## src/rtl/ebm_pkg.sv

```systemverilog
package ebm_pkg;

  localparam logic [31:0] WINDOW_RESET = 32'd96000000;
  localparam logic [31:0] ALL32        = 32'hFFFF_FFFF;
  localparam logic [15:0] SAT16        = 16'hFFFF;

  typedef enum logic {
    OP_SAMPLE = 1'b0,
    OP_READ   = 1'b1
  } ebm_op_t;

  // measurement fields of one result, everything but the stored-interval readback
  typedef struct packed {
    logic        done;
    logic        edge_seen;
    logic [31:0] interval;
    logic [31:0] edge_count;
    logic [31:0] shortest_interval;
  } ebm_meas_t;

  function automatic logic [15:0] sat16(input logic [31:0] value);
    logic [15:0] res;
    res = (value > 32'(SAT16)) ? SAT16 : value[15:0];
    return res;
  endfunction

endpackage

```

## src/rtl/edge_interval_baud_meter.sv

```systemverilog
// Auto-baud meter: one sample transaction is one clock tick of the measured wire.
// The first sample after reset fixes the reference level and time zero; from then on,
// until window_cycles ticks have gone by, every level change counts an edge, reports
// the ticks since the previous edge and keeps the smallest such interval, which is
// the bit period. The first CAPTURE_DEPTH intervals are kept in an on-chip memory,
// saturated to 16 bits, and a read transaction returns one of them (0 for a slot not
// yet filled). Once the window has run out, done_res is 1 and samples are ignored.
// The block takes one transaction every clock while in_stall is low and returns one
// result per transaction via the middle stage and the output register: the timing
// registers are updated in the cycle of acceptance (one subtract and compare), the
// interval memory is read in that same cycle, its data held beside the middle stage.
// A result that waits at the output does not block the input while the middle
// stage is free. No clearing pass is needed after reset: the edge counter tells
// which slots hold data. window_cycles may be written only while the block is idle.
module edge_interval_baud_meter #(
  parameter int CAPTURE_DEPTH = 64
) (
  input  logic        clk,
  input  logic        rst,
  // configuration: window length
  input  logic        cfg_valid,
  output logic        cfg_ready,
  input  logic [31:0] cfg_data,
  // input transactions
  input  logic        in_valid,
  output logic        in_stall,
  input  logic        opcode,
  input  logic        pin_level,
  input  logic [5:0]  read_index,
  // result transactions
  output logic        out_valid,
  input  logic        out_stall,
  output logic        done_res,
  output logic        edge_seen,
  output logic [31:0] interval,
  output logic [31:0] edge_count,
  output logic [31:0] shortest_interval,
  output logic [15:0] read_data
);

  import ebm_pkg::*;

  localparam int AW = (CAPTURE_DEPTH > 1) ? $clog2(CAPTURE_DEPTH) : 1;

  logic [31:0]   window_cycles;
  logic          accept;
  ebm_meas_t     meas;
  logic          rd_ok;
  logic [AW-1:0] rd_addr;
  logic          wr_en;
  logic [AW-1:0] wr_addr;
  logic [15:0]   wr_data;
  logic [15:0]   mem_q;

  // middle stage: waits for the memory read data
  logic          s1_valid;
  ebm_meas_t     s1_meas;
  logic          s1_rd_ok;
  logic          s1_move;

  assign cfg_ready = 1'b1;

  always_ff @(posedge clk) begin
    if (rst) begin
      window_cycles <= WINDOW_RESET;
    end else if (cfg_valid && cfg_ready) begin
      window_cycles <= cfg_data;
    end
  end

  // handshake: the middle stage empties into the output register when that is free
  assign s1_move  = s1_valid && (!out_valid || !out_stall);
  assign in_stall = s1_valid && !s1_move;
  assign accept   = in_valid && !in_stall;

  ebm_core #(
    .DEPTH (CAPTURE_DEPTH),
    .AW    (AW)
  ) u_core (
    .clk           (clk),
    .rst           (rst),
    .accept        (accept),
    .opcode        (opcode),
    .pin_level     (pin_level),
    .read_index    (read_index),
    .window_cycles (window_cycles),
    .meas          (meas),
    .rd_ok         (rd_ok),
    .rd_addr       (rd_addr),
    .wr_en         (wr_en),
    .wr_addr       (wr_addr),
    .wr_data       (wr_data)
  );

  // writes and reads come from different transactions, so a read always
  // sees every earlier write without forwarding
  ebm_store #(
    .DEPTH (CAPTURE_DEPTH),
    .AW    (AW)
  ) u_store (
    .clk     (clk),
    .wr_en   (wr_en),
    .wr_addr (wr_addr),
    .wr_data (wr_data),
    .rd_en   (accept && rd_ok),
    .rd_addr (rd_addr),
    .rd_data (mem_q)
  );

  always_ff @(posedge clk) begin
    if (rst) begin
      s1_valid <= 1'b0;
    end else if (accept) begin
      s1_valid <= 1'b1;
    end else if (s1_move) begin
      s1_valid <= 1'b0;
    end
  end

  always_ff @(posedge clk) begin
    if (accept) begin
      s1_meas  <= meas;
      s1_rd_ok <= rd_ok;
    end
  end

  // output register
  always_ff @(posedge clk) begin
    if (rst) begin
      out_valid <= 1'b0;
    end else if (s1_move) begin
      out_valid <= 1'b1;
    end else if (!out_stall) begin
      out_valid <= 1'b0;
    end
  end

  always_ff @(posedge clk) begin
    if (s1_move) begin
      done_res          <= s1_meas.done;
      edge_seen         <= s1_meas.edge_seen;
      interval          <= s1_meas.interval;
      edge_count        <= s1_meas.edge_count;
      shortest_interval <= s1_meas.shortest_interval;
      read_data         <= s1_rd_ok ? mem_q : '0;
    end
  end

  // an edge always has a non-zero interval no smaller than the running minimum
  a_edge_interval : assert property (@(posedge clk) disable iff (rst)
    out_valid && edge_seen |->
      interval != '0 && shortest_interval != '0 && shortest_interval <= interval)
    else $error("edge result with inconsistent interval or minimum");

  // stored data can only come back once some edge has been counted
  a_read_after_edge : assert property (@(posedge clk) disable iff (rst)
    out_valid && read_data != '0 |-> edge_count != '0 && !edge_seen)
    else $error("read data returned with no edge counted");

  // the input is held off only while both pipeline stages are occupied
  a_stall_full : assert property (@(posedge clk) disable iff (rst)
    in_stall |-> s1_valid && out_valid && out_stall)
    else $error("input stalled with a free pipeline stage");

endmodule

```

## src/rtl/ebm_store.sv

```systemverilog
module ebm_store #(
  parameter int DEPTH = 64,
  parameter int AW    = 6
) (
  input  logic          clk,
  input  logic          wr_en,
  input  logic [AW-1:0] wr_addr,
  input  logic [15:0]   wr_data,
  input  logic          rd_en,
  input  logic [AW-1:0] rd_addr,
  output logic [15:0]   rd_data
);

  logic [15:0] mem [DEPTH];

  always_ff @(posedge clk) begin
    if (wr_en) begin
      mem[wr_addr] <= wr_data;
    end
  end

  // registered read, held until the next read
  always_ff @(posedge clk) begin
    if (rd_en) begin
      rd_data <= mem[rd_addr];
    end
  end

endmodule

```

## src/rtl/ebm_core.sv

```systemverilog
module ebm_core #(
  parameter int DEPTH = 64,
  parameter int AW    = 6
) (
  input  logic               clk,
  input  logic               rst,
  input  logic               accept,
  input  logic               opcode,
  input  logic               pin_level,
  input  logic [5:0]         read_index,
  input  logic [31:0]        window_cycles,
  output ebm_pkg::ebm_meas_t meas,
  output logic               rd_ok,
  output logic [AW-1:0]      rd_addr,
  output logic               wr_en,
  output logic [AW-1:0]      wr_addr,
  output logic [15:0]        wr_data
);

  import ebm_pkg::*;

  logic        primed, primed_next;
  logic        previous_level, previous_level_next;
  logic [31:0] elapsed_ticks, elapsed_ticks_next;
  logic [31:0] last_edge_time, last_edge_time_next;
  logic [31:0] smallest_interval, smallest_interval_next;
  logic [31:0] edges_counted, edges_counted_next;
  logic [31:0] iv;
  logic [31:0] idx_ext;
  logic        seen;
  logic        sample;

  assign sample  = (opcode == OP_SAMPLE);
  assign idx_ext = 32'(read_index);
  assign rd_addr = idx_ext[AW-1:0];
  assign rd_ok   = !sample && (idx_ext < edges_counted) && (idx_ext < 32'(DEPTH));
  assign wr_addr = edges_counted[AW-1:0];
  assign wr_data = sat16(iv);

  always_comb begin
    primed_next            = primed;
    previous_level_next    = previous_level;
    elapsed_ticks_next     = elapsed_ticks;
    last_edge_time_next    = last_edge_time;
    smallest_interval_next = smallest_interval;
    edges_counted_next     = edges_counted;
    iv                     = elapsed_ticks - last_edge_time;
    seen                   = 1'b0;
    wr_en                  = 1'b0;
    if (sample && !primed) begin
      // first sample: reference level and time zero
      primed_next         = 1'b1;
      previous_level_next = pin_level;
      last_edge_time_next = '0;
      elapsed_ticks_next  = 32'd1;
    end else if (sample && (elapsed_ticks < window_cycles)) begin
      if (pin_level != previous_level) begin
        seen                = 1'b1;
        last_edge_time_next = elapsed_ticks;
        previous_level_next = pin_level;
        if (iv < smallest_interval) begin
          smallest_interval_next = iv;
        end
        wr_en = accept && (edges_counted < 32'(DEPTH));
        if (edges_counted != ALL32) begin
          edges_counted_next = edges_counted + 32'd1;
        end
      end
      elapsed_ticks_next = elapsed_ticks + 32'd1;
    end
  end

  always_comb begin
    meas.done              = primed_next && (elapsed_ticks_next >= window_cycles);
    meas.edge_seen         = seen;
    meas.interval          = seen ? iv : '0;
    meas.edge_count        = edges_counted_next;
    meas.shortest_interval = (edges_counted_next == '0) ? '0 : smallest_interval_next;
  end

  always_ff @(posedge clk) begin
    if (rst) begin
      primed            <= 1'b0;
      previous_level    <= 1'b0;
      elapsed_ticks     <= '0;
      last_edge_time    <= '0;
      smallest_interval <= ALL32;
      edges_counted     <= '0;
    end else if (accept) begin
      primed            <= primed_next;
      previous_level    <= previous_level_next;
      elapsed_ticks     <= elapsed_ticks_next;
      last_edge_time    <= last_edge_time_next;
      smallest_interval <= smallest_interval_next;
      edges_counted     <= edges_counted_next;
    end
  end

endmodule
```

## config.mk

```make
export PLATFORM = sky130hd
export DESIGN_NAME = edge_interval_baud_meter
export DESIGN_NICKNAME = d
export VERILOG_FILES = /design/src/rtl/ebm_pkg.sv /design/src/rtl/edge_interval_baud_meter.sv /design/src/rtl/ebm_store.sv /design/src/rtl/ebm_core.sv
export SDC_FILE = /design/constraint.sdc
export NUM_CORES = 2
export LEC_CHECK = 0
export BUFFER_PORTS_ARGS = -buffer_cell sky130_fd_sc_hd__buf_4
export CELL_PAD_IN_SITES_DETAIL_PLACEMENT = 0
export CELL_PAD_IN_SITES_GLOBAL_PLACEMENT = 1
export CORE_UTILIZATION = 58
export CTS_CLUSTER_DIAMETER = 80
export DETAILED_ROUTE_END_ITERATION = 16
export PLACE_DENSITY = 0.89
export SETUP_SLACK_MARGIN = 0.05
export SYNTH_ARGS = -nofsm -noshare
export SYNTH_HDL_FRONTEND = slang
export SYNTH_SLANG_ARGS = --single-unit
```

## constraint.sdc

```tcl
create_clock -name clk -period 17.9 [get_ports clk]
set_input_delay 3.58 -clock clk [delete_from_list [all_inputs] [get_ports clk]]
set_output_delay 3.58 -clock clk [all_outputs]
set_load 0.02 [all_outputs]
```

After elaboration in Yosys (flattened, before gate mapping)
Memories as Yosys holds them, arrays and structs flattened. A register that Yosys moved wholly into a read port is not among the register bits.
Cells that the tools add are included.
{"block": "op_classes", "addsub": 3, "magnitude_cmp": 7, "n_eq_ne": 3, "muxes": 30, "bitwise_logic": 1, "n_reduce_logical": 21}
{"operator": "2-to-1 mux 32 bit", "count": 13}
{"operator": "adder 32 x 1 -> 32 bit (second input constant)", "count": 2}
{"operator": "< comparator 32 bit", "count": 2}
{"operator": "greater-or-equal comparator 32 bit", "count": 1}
{"operator": "greater-than comparator 32 x 16 -> 1 bit (second input constant)", "count": 1}
{"operator": "logical NOT 32 bit", "count": 1}
{"operator": "< comparator 32 x 7 -> 1 bit (second input constant)", "count": 1}
{"operator": "< comparator 6 x 32 -> 1 bit", "count": 1}
{"operator": "inequality test 32 bit (second input constant)", "count": 1}
{"operator": "subtractor 32 bit", "count": 1}
{"operator": "2-to-1 mux 1 bit", "count": 16}
{"operator": "2-to-1 mux 16 bit", "count": 1}
{"operator": "logical AND 1 bit", "count": 10}
{"operator": "< comparator 6 x 7 -> 1 bit (second input constant)", "count": 1}
{"operator": "nonzero test 2 bit", "count": 3}
{"operator": "logical NOT 1 bit", "count": 5}
{"operator": "AND reduction 3 bit", "count": 1}
{"operator": "inequality test 2 x 1 -> 1 bit (second input constant)", "count": 1}
{"operator": "logical OR 1 bit", "count": 1}
{"operator": "inequality test 1 bit", "count": 1}
{"operator": "inverter 1 bit", "count": 1}
{"block": "word_totals", "register_bits": 377, "ramBits": 1024, "in_bits": 45, "output_inout_bits": 117, "word_cells": 87, "mem_count": 1}
{"name": "u_store.mem", "depth": 64, "width": 16, "rd": 1, "rd_clocked_by_memory_dff": 1, "write_ports": 1, "line_no": "ebm_store.sv:14", "rtl": "logic [15:0] mem [DEPTH];"}

Depth between registers and ports, before layout
{"block": "logic_depth", "depth_word": 13, "mapped_depth": 25, "ltp_nobuf": 23}

Cells and area by module
Synthesis repeated with hierarchy kept, for this count alone.
{"block": "unflattened", "hier_cells": 3853, "area_unflattened_um2": 60182.7}
{"module": "ebm_store", "n_inst": 1, "cells_per_inst": 1829, "area_each_um2": 40202.3, "seq_area_each_um2": 31230.0}
{"module": "ebm_core", "n_inst": 1, "cells_per_inst": 1677, "area_each_um2": 12185.4, "seq_area_each_um2": 2602.5}
{"module": "edge_interval_baud_meter", "n_inst": 1, "cells_per_inst": 347, "area_each_um2": 7795.0, "seq_area_each_um2": 7076.8}

Least setup slack after synthesis
No wires, ideal clock.
{"block": "synth_timing", "path_kind": "input port to flip-flop", "from": "input port out_stall", "to": "register done_res (enable)", "setup_time_ps": 760, "arrival_ps": 11830, "required_ps": 17140, "slack_ps": 5310, "path_stages": 1, "n_path_buf": 0, "path_cell_list": "a21boi_0"}
{"block": "synth_between", "elab_chain_len": 3}
{"element": "start, declared", "line_no": "edge_interval_baud_meter.sv:32", "rtl": "input logic out_stall,"}
{"element": "logical NOT 1 bit"}
{"element": "logical OR 1 bit", "line_no": "edge_interval_baud_meter.sv:72", "rtl": "assign s1_move = s1_valid && (!out_valid || !out_stall);"}
{"element": "logical AND 1 bit", "line_no": "edge_interval_baud_meter.sv:72"}
{"element": "end signal, assigned", "line_no": "edge_interval_baud_meter.sv:140", "rtl": "done_res <= s1_meas.done;"}
{"element": "end, declared", "line_no": "edge_interval_baud_meter.sv:33", "rtl": "output logic done_res,"}
Every way passes these cells.
A chain may end at the register's enable or synchronous reset.

Worst setup path in the final report
{"block": "layout_timing", "from": "input port read_index[0]", "to": "register u_store.rd_data[8], read port of u_store.mem, data pin"}
{"block": "layout_between", "elab_chain_len": 4, "word_cells_on_any_way": 5, "classes_between": "order compare: 2; reduce/logical: 3"}
{"element": "start, declared", "line_no": "edge_interval_baud_meter.sv:29", "rtl": "input logic [5:0] read_index,"}
{"element": "< comparator 6 x 32 -> 1 bit", "line_no": "ebm_core.sv:36", "rtl": "assign rd_ok = !sample && (idx_ext < edges_counted) && (idx_ext < 32'(DEPTH));"}
{"element": "logical AND 1 bit (2 in series)", "line_no": "ebm_core.sv:36"}
{"element": "logical AND 1 bit", "line_no": "edge_interval_baud_meter.sv:105", "rtl": ".rd_en (accept && rd_ok),"}
{"element": "end, declared", "line_no": "ebm_store.sv:11", "rtl": "output logic [15:0] rd_data"}
Parallel ways exist; a longest one is shown, timed or not.

==> results by stage <==
Critical path:
- The category of the worst setup path launch point is a primary input.
- The largest stage delay on the critical path is ~970 ps.
- Data arrives at the worst endpoint at between 8000 and 9000 ps.
- The worst setup path is captured at a register.
- For the worst setup path, the data required time is roughly 18,000 ps.
- The slowest stage cell on the critical path is sky130_fd_sc_hd__buf_4.
- By startpoint and endpoint, the worst setup path is classified as primary input to register.
- The critical path goes through buf_8 > buf_4 > buf_4 > buf_4 > mux4_2 > mux4_2 > mux4_2.
- The maximum fanout encountered on the critical timing path is 71.

Timing:
- The worst pin sits at a relative slew slack of between 10% and 20%.
- The number of hold violations in the final report is 0.
- For the pin with the worst max-slew slack, the measured transition is 1342 ps.
- The max-slew violation count came to 0.
- The final cycle utilization of the critical path is 45.09%.
- Across the routed clock network, the largest skew measured is around 36 ps.
- Timing would allow up to 123.9 MHz.
- Setup repair after global routing left no endpoint under its margin.
- Setup violations remaining at the end of the flow were counted as 0.
- The minimum clock period is 8072 ps.
- The worst hold slack after final layout is slightly above 400 ps.
- The final sum of negative setup slack is 0 ps.

Detailed routing:
- In this run the remaining antenna-violating nets after routing total 0.
- Dividing the detail-routed wire length by the instance count gives 29.01 um.
- The number of vias after detailed routing is around 34,000.
- The first detailed-routing pass took 6 iterations.
- The count of routing violations after the opening detailed-route iteration is about 4,500.
- The final layout contains routed wiring with a total length of approximately 150 mm.
- Using the TritonRoute via totals, the vias-per-cell ratio works out to 6.513.
- The residual DRC count is 0.

Synthesis:
- The post-synthesis cell area is just under 60,000 um2.
- In this run, synthesis inferred between 1,000 and 1,500 flip-flops with an integrated enable.
- Yosys attributes the largest share of cell area to sky130_fd_sc_hd__edfxtp_1 (64%), sky130_fd_sc_hd__mux4_2 (13%), sky130_fd_sc_hd__dfxtp_1 (5.5%).
- Dividing the synthesized area by the synthesized cell count gives roughly 17 um2.
- The commonest cells after synthesis are sky130_fd_sc_hd__edfxtp_1 (1,253), sky130_fd_sc_hd__mux4_2 (336), sky130_fd_sc_hd__nor2_1 (324).
- The post-synth net total is 3,759.
- The post-synthesis async set-or-reset flop share is 0%.
- Summed over all instances, the cell type with the most area after synthesis is sky130_fd_sc_hd__edfxtp_1.
- The number of distinct library cells after synthesis is 78.
- The prevailing post-synth register cell is sky130_fd_sc_hd__edfxtp_1.
- The share of the Yosys chip area taken by registers is between 60% and 70%.
- The most frequent cell after synthesis is sky130_fd_sc_hd__edfxtp_1.
- The total number of yosys warnings is 0.
- Synthesis handed over a netlist of roughly 3,600 instances.
- The post-synthesis register bit count is 1,417.
- The portion of synthesized cell area occupied by the leading cell type is between 60% and 70%.

Clock network:
- No sink is reached through more buffers than the 3 on the longest clock path.
- The total clock buffers created by CTS is 139.
- The number of resized instances in the post-cts repair step is 0.
- For the worst-skew pair, the clock arrives at the later sink with an insertion delay of roughly 770 ps.
- TritonCTS built the clock tree.
- In this run the number of H-tree levels came out at 4.
- The number of setup buffers added after CTS is 0.
- The clock-pin slew on the worst setup and hold paths is around 60 ps.
- The number of clock sinks is between 1,000 and 1,500.
- The root buffer selected by CTS is sky130_fd_sc_hd__clkbuf_16.
- After clock tree synthesis, the flow added hold-fix buffers numbering 0.

Floorplan:
- The die span in y is ~320 um.
- The horizontal extent of the die is 321.4 um.
- In this run the count of I/O pins placed on the die edge is between 150 and 200.
- The die covers between 100,000 and 150,000 um2.
- The core outline area is a little over 100,000 um2.
- The effective utilization at floorplan is between 50% and 60%.
- The floorplan has roughly 120 rows.

Flow run:
- The max-cap violation count is 0.

Hold path:
- The tightest min-delay check is of the register to register type.

Power and ir drop:
- In this run the power density over the cells is between 100 and 150 nW/um2.
- For this design the total switching power over the nets is between 0.0015 and 0.002 W.
- Combinational logic is responsible for a little under a tenth of the overall power.
- In this run, the clock network consumes between 30% and 40% of the power.
- VDD sags by at most just under 0.1 mV.
- In this run, flip-flops and latches consume between 50% and 60% of the power.
- The design internal power is between 0.005 and 0.006 W.
- The switching portion of total power is 24.11%.
- In this run the static leakage power is between 20 and 25 nW.

GRT:
- In the global route stage, overall resource usage came out at 29.99%.
- The number of global-route vias before repair is 33,750.
- The total congestion overflow after global routing is 0.
- The first global-routing pass estimated roughly 220 mm of wire.
- The maximum number of pins on one net before global-route repair is between 70 and 80.
- The number of antenna violations at the first check in global routing was 12.

Place:
- Buffers placed on the I/O ports in this run total 160.
- The routability congestion estimate is 0.8705.
- The HPWL reported at the end of detailed placement is just under 90 mm.
- The cell count after placement is around 5,000.

Finish:
- The ratio of cells with drive above 1 in the final layout is between 20 and 25%.
- The post-layout utilization of the core is approximately two thirds.
- Compared with the post-synthesis result, the final layout area differs by 12.70%.
- The layout net count is a little under 4,000.
- The final instance count without filler cells is between 5,000 and 6,000.

Run status:
- The run finished with clean final reports.
registers in the layout (all words and copies together), names as in the netlist:
register / flops
out_valid: 1
u_core.edges_counted: 32
s1_rd_ok: 1
s1_valid: 1
u_core.previous_level: 1
done_res: 1
read_data: 16
u_core.last_edge_time: 32
edge_count: 32
u_core.smallest_interval: 32
u_store.rd_data: 16
u_core.elapsed_ticks: 32
interval: 32
shortest_interval: 32
edge_seen: 1
window_cycles: 32
s1_meas: 98
u_core.primed: 1
u_store.mem: 1024
power groups by stage:
| stage | clock network (W) | logic, W | registers (W) |
|---|---|---|---|
| after CTS | 0.00292 | 0.000684 | 0.00394 |
| after detailed placement | 0 | 0.000674 | 0.00401 |
| after global routing | 0.00304 | 0.000725 | 0.00394 |
| final | 0.00289 | 0.000690 | 0.00394 |
| after floorplan | 0 | 0.000365 | 0.00405 |
| after global placement | 0 | 0.000643 | 0.00400 |
critical path, delay by kind of cell:
kind                   cells  cell delay, ps
muxes                      3            1700
buffers and inverters      4            3170
final timing paths:
path / cells after the start / start / to / slack (ps)
max: 7 / read_index[0] / u_store.rd_data[8] / 9830
min: 0 / s1_meas[89] / interval[25] / 410
max reg2reg: 16 / u_core.elapsed_ticks[8] / u_core.smallest_interval[1] / 11790
min reg2reg: 0 / s1_meas[89] / interval[25] / 410
through the flow:
stage | worst slack, ps | cell area (um2) | total power (W)
3_5_place_dp | 8944 | 62170 | 0.004681
2_1_floorplan | 5310 | 59160 | 0.004415
5_1_grt | 9371 | 66670 | 0.007702
3_3_place_gp | 9095 | 62170 | 0.004647
4_1_cts | 9641 | 66670 | 0.007541
6_report | 9828 | 66670 | 0.007521
routing by layer:
metal | vias up | part of all wire [%] | GRT usage [%]
li1 | 14430 | - | -
met1 | 17260 | 37 | 40.15
met2 | 2151 | 48 | 47.98
met3 | 423 | 9.8 | 5.598
met4 | 12 | 4.9 | 14.23
met5 | - | 0.050 | 0
area by class of cell:
type / instances / area (um2)
Antenna cell: 1 / 2.502
Clock buffer: 178 / 3801
Clock inverter: 76 / 696.9
Fill cell: 6607 / 33910
Inverter: 132 / 498.0
Multi-Input combinational cell: 1834 / 17050
Sequential cell: 1417 / 40910
Tap cell: 1357 / 1698
Timing Repair Buffer: 267 / 2019
placed cells by master (no fill, tap or decap), types with 47 or more instances in the layout:
master / synthesis / layout
sky130_fd_sc_hd__edfxtp_1: 1253 / 1253
sky130_fd_sc_hd__mux4_2: 336 / 336
sky130_fd_sc_hd__nor2_1: 324 / 319
sky130_fd_sc_hd__buf_4: 1 / 265
sky130_fd_sc_hd__nand2_1: 165 / 164
sky130_fd_sc_hd__dfxtp_1: 164 / 164
sky130_fd_sc_hd__clkbuf_16: 0 / 144
sky130_fd_sc_hd__ha_1: 132 / 132
sky130_fd_sc_hd__inv_1: 123 / 122
sky130_fd_sc_hd__a21oi_1: 121 / 121
sky130_fd_sc_hd__nand3_1: 78 / 78
sky130_fd_sc_hd__xnor2_1: 69 / 68
sky130_fd_sc_hd__nand4_1: 59 / 59
sky130_fd_sc_hd__xor2_1: 47 / 47
kinds of logic (layout without fill, tap and decap cells):
logic type	Yosys count	count (layout)	synth area share, %
adders and majority gates	133	133	2.826
other	1	2	0.006339
AOI/OAI and AO/OA	380	380	4.143
DFF	1417	1417	69.15
buffers and inverters	330	653	2.128
muxes	374	374	13.44
xor gates and xnor gates	116	116	1.717
and+or+nand+nor	830	830	6.592
No activity file was read; power rests on OpenSTA's default activity.
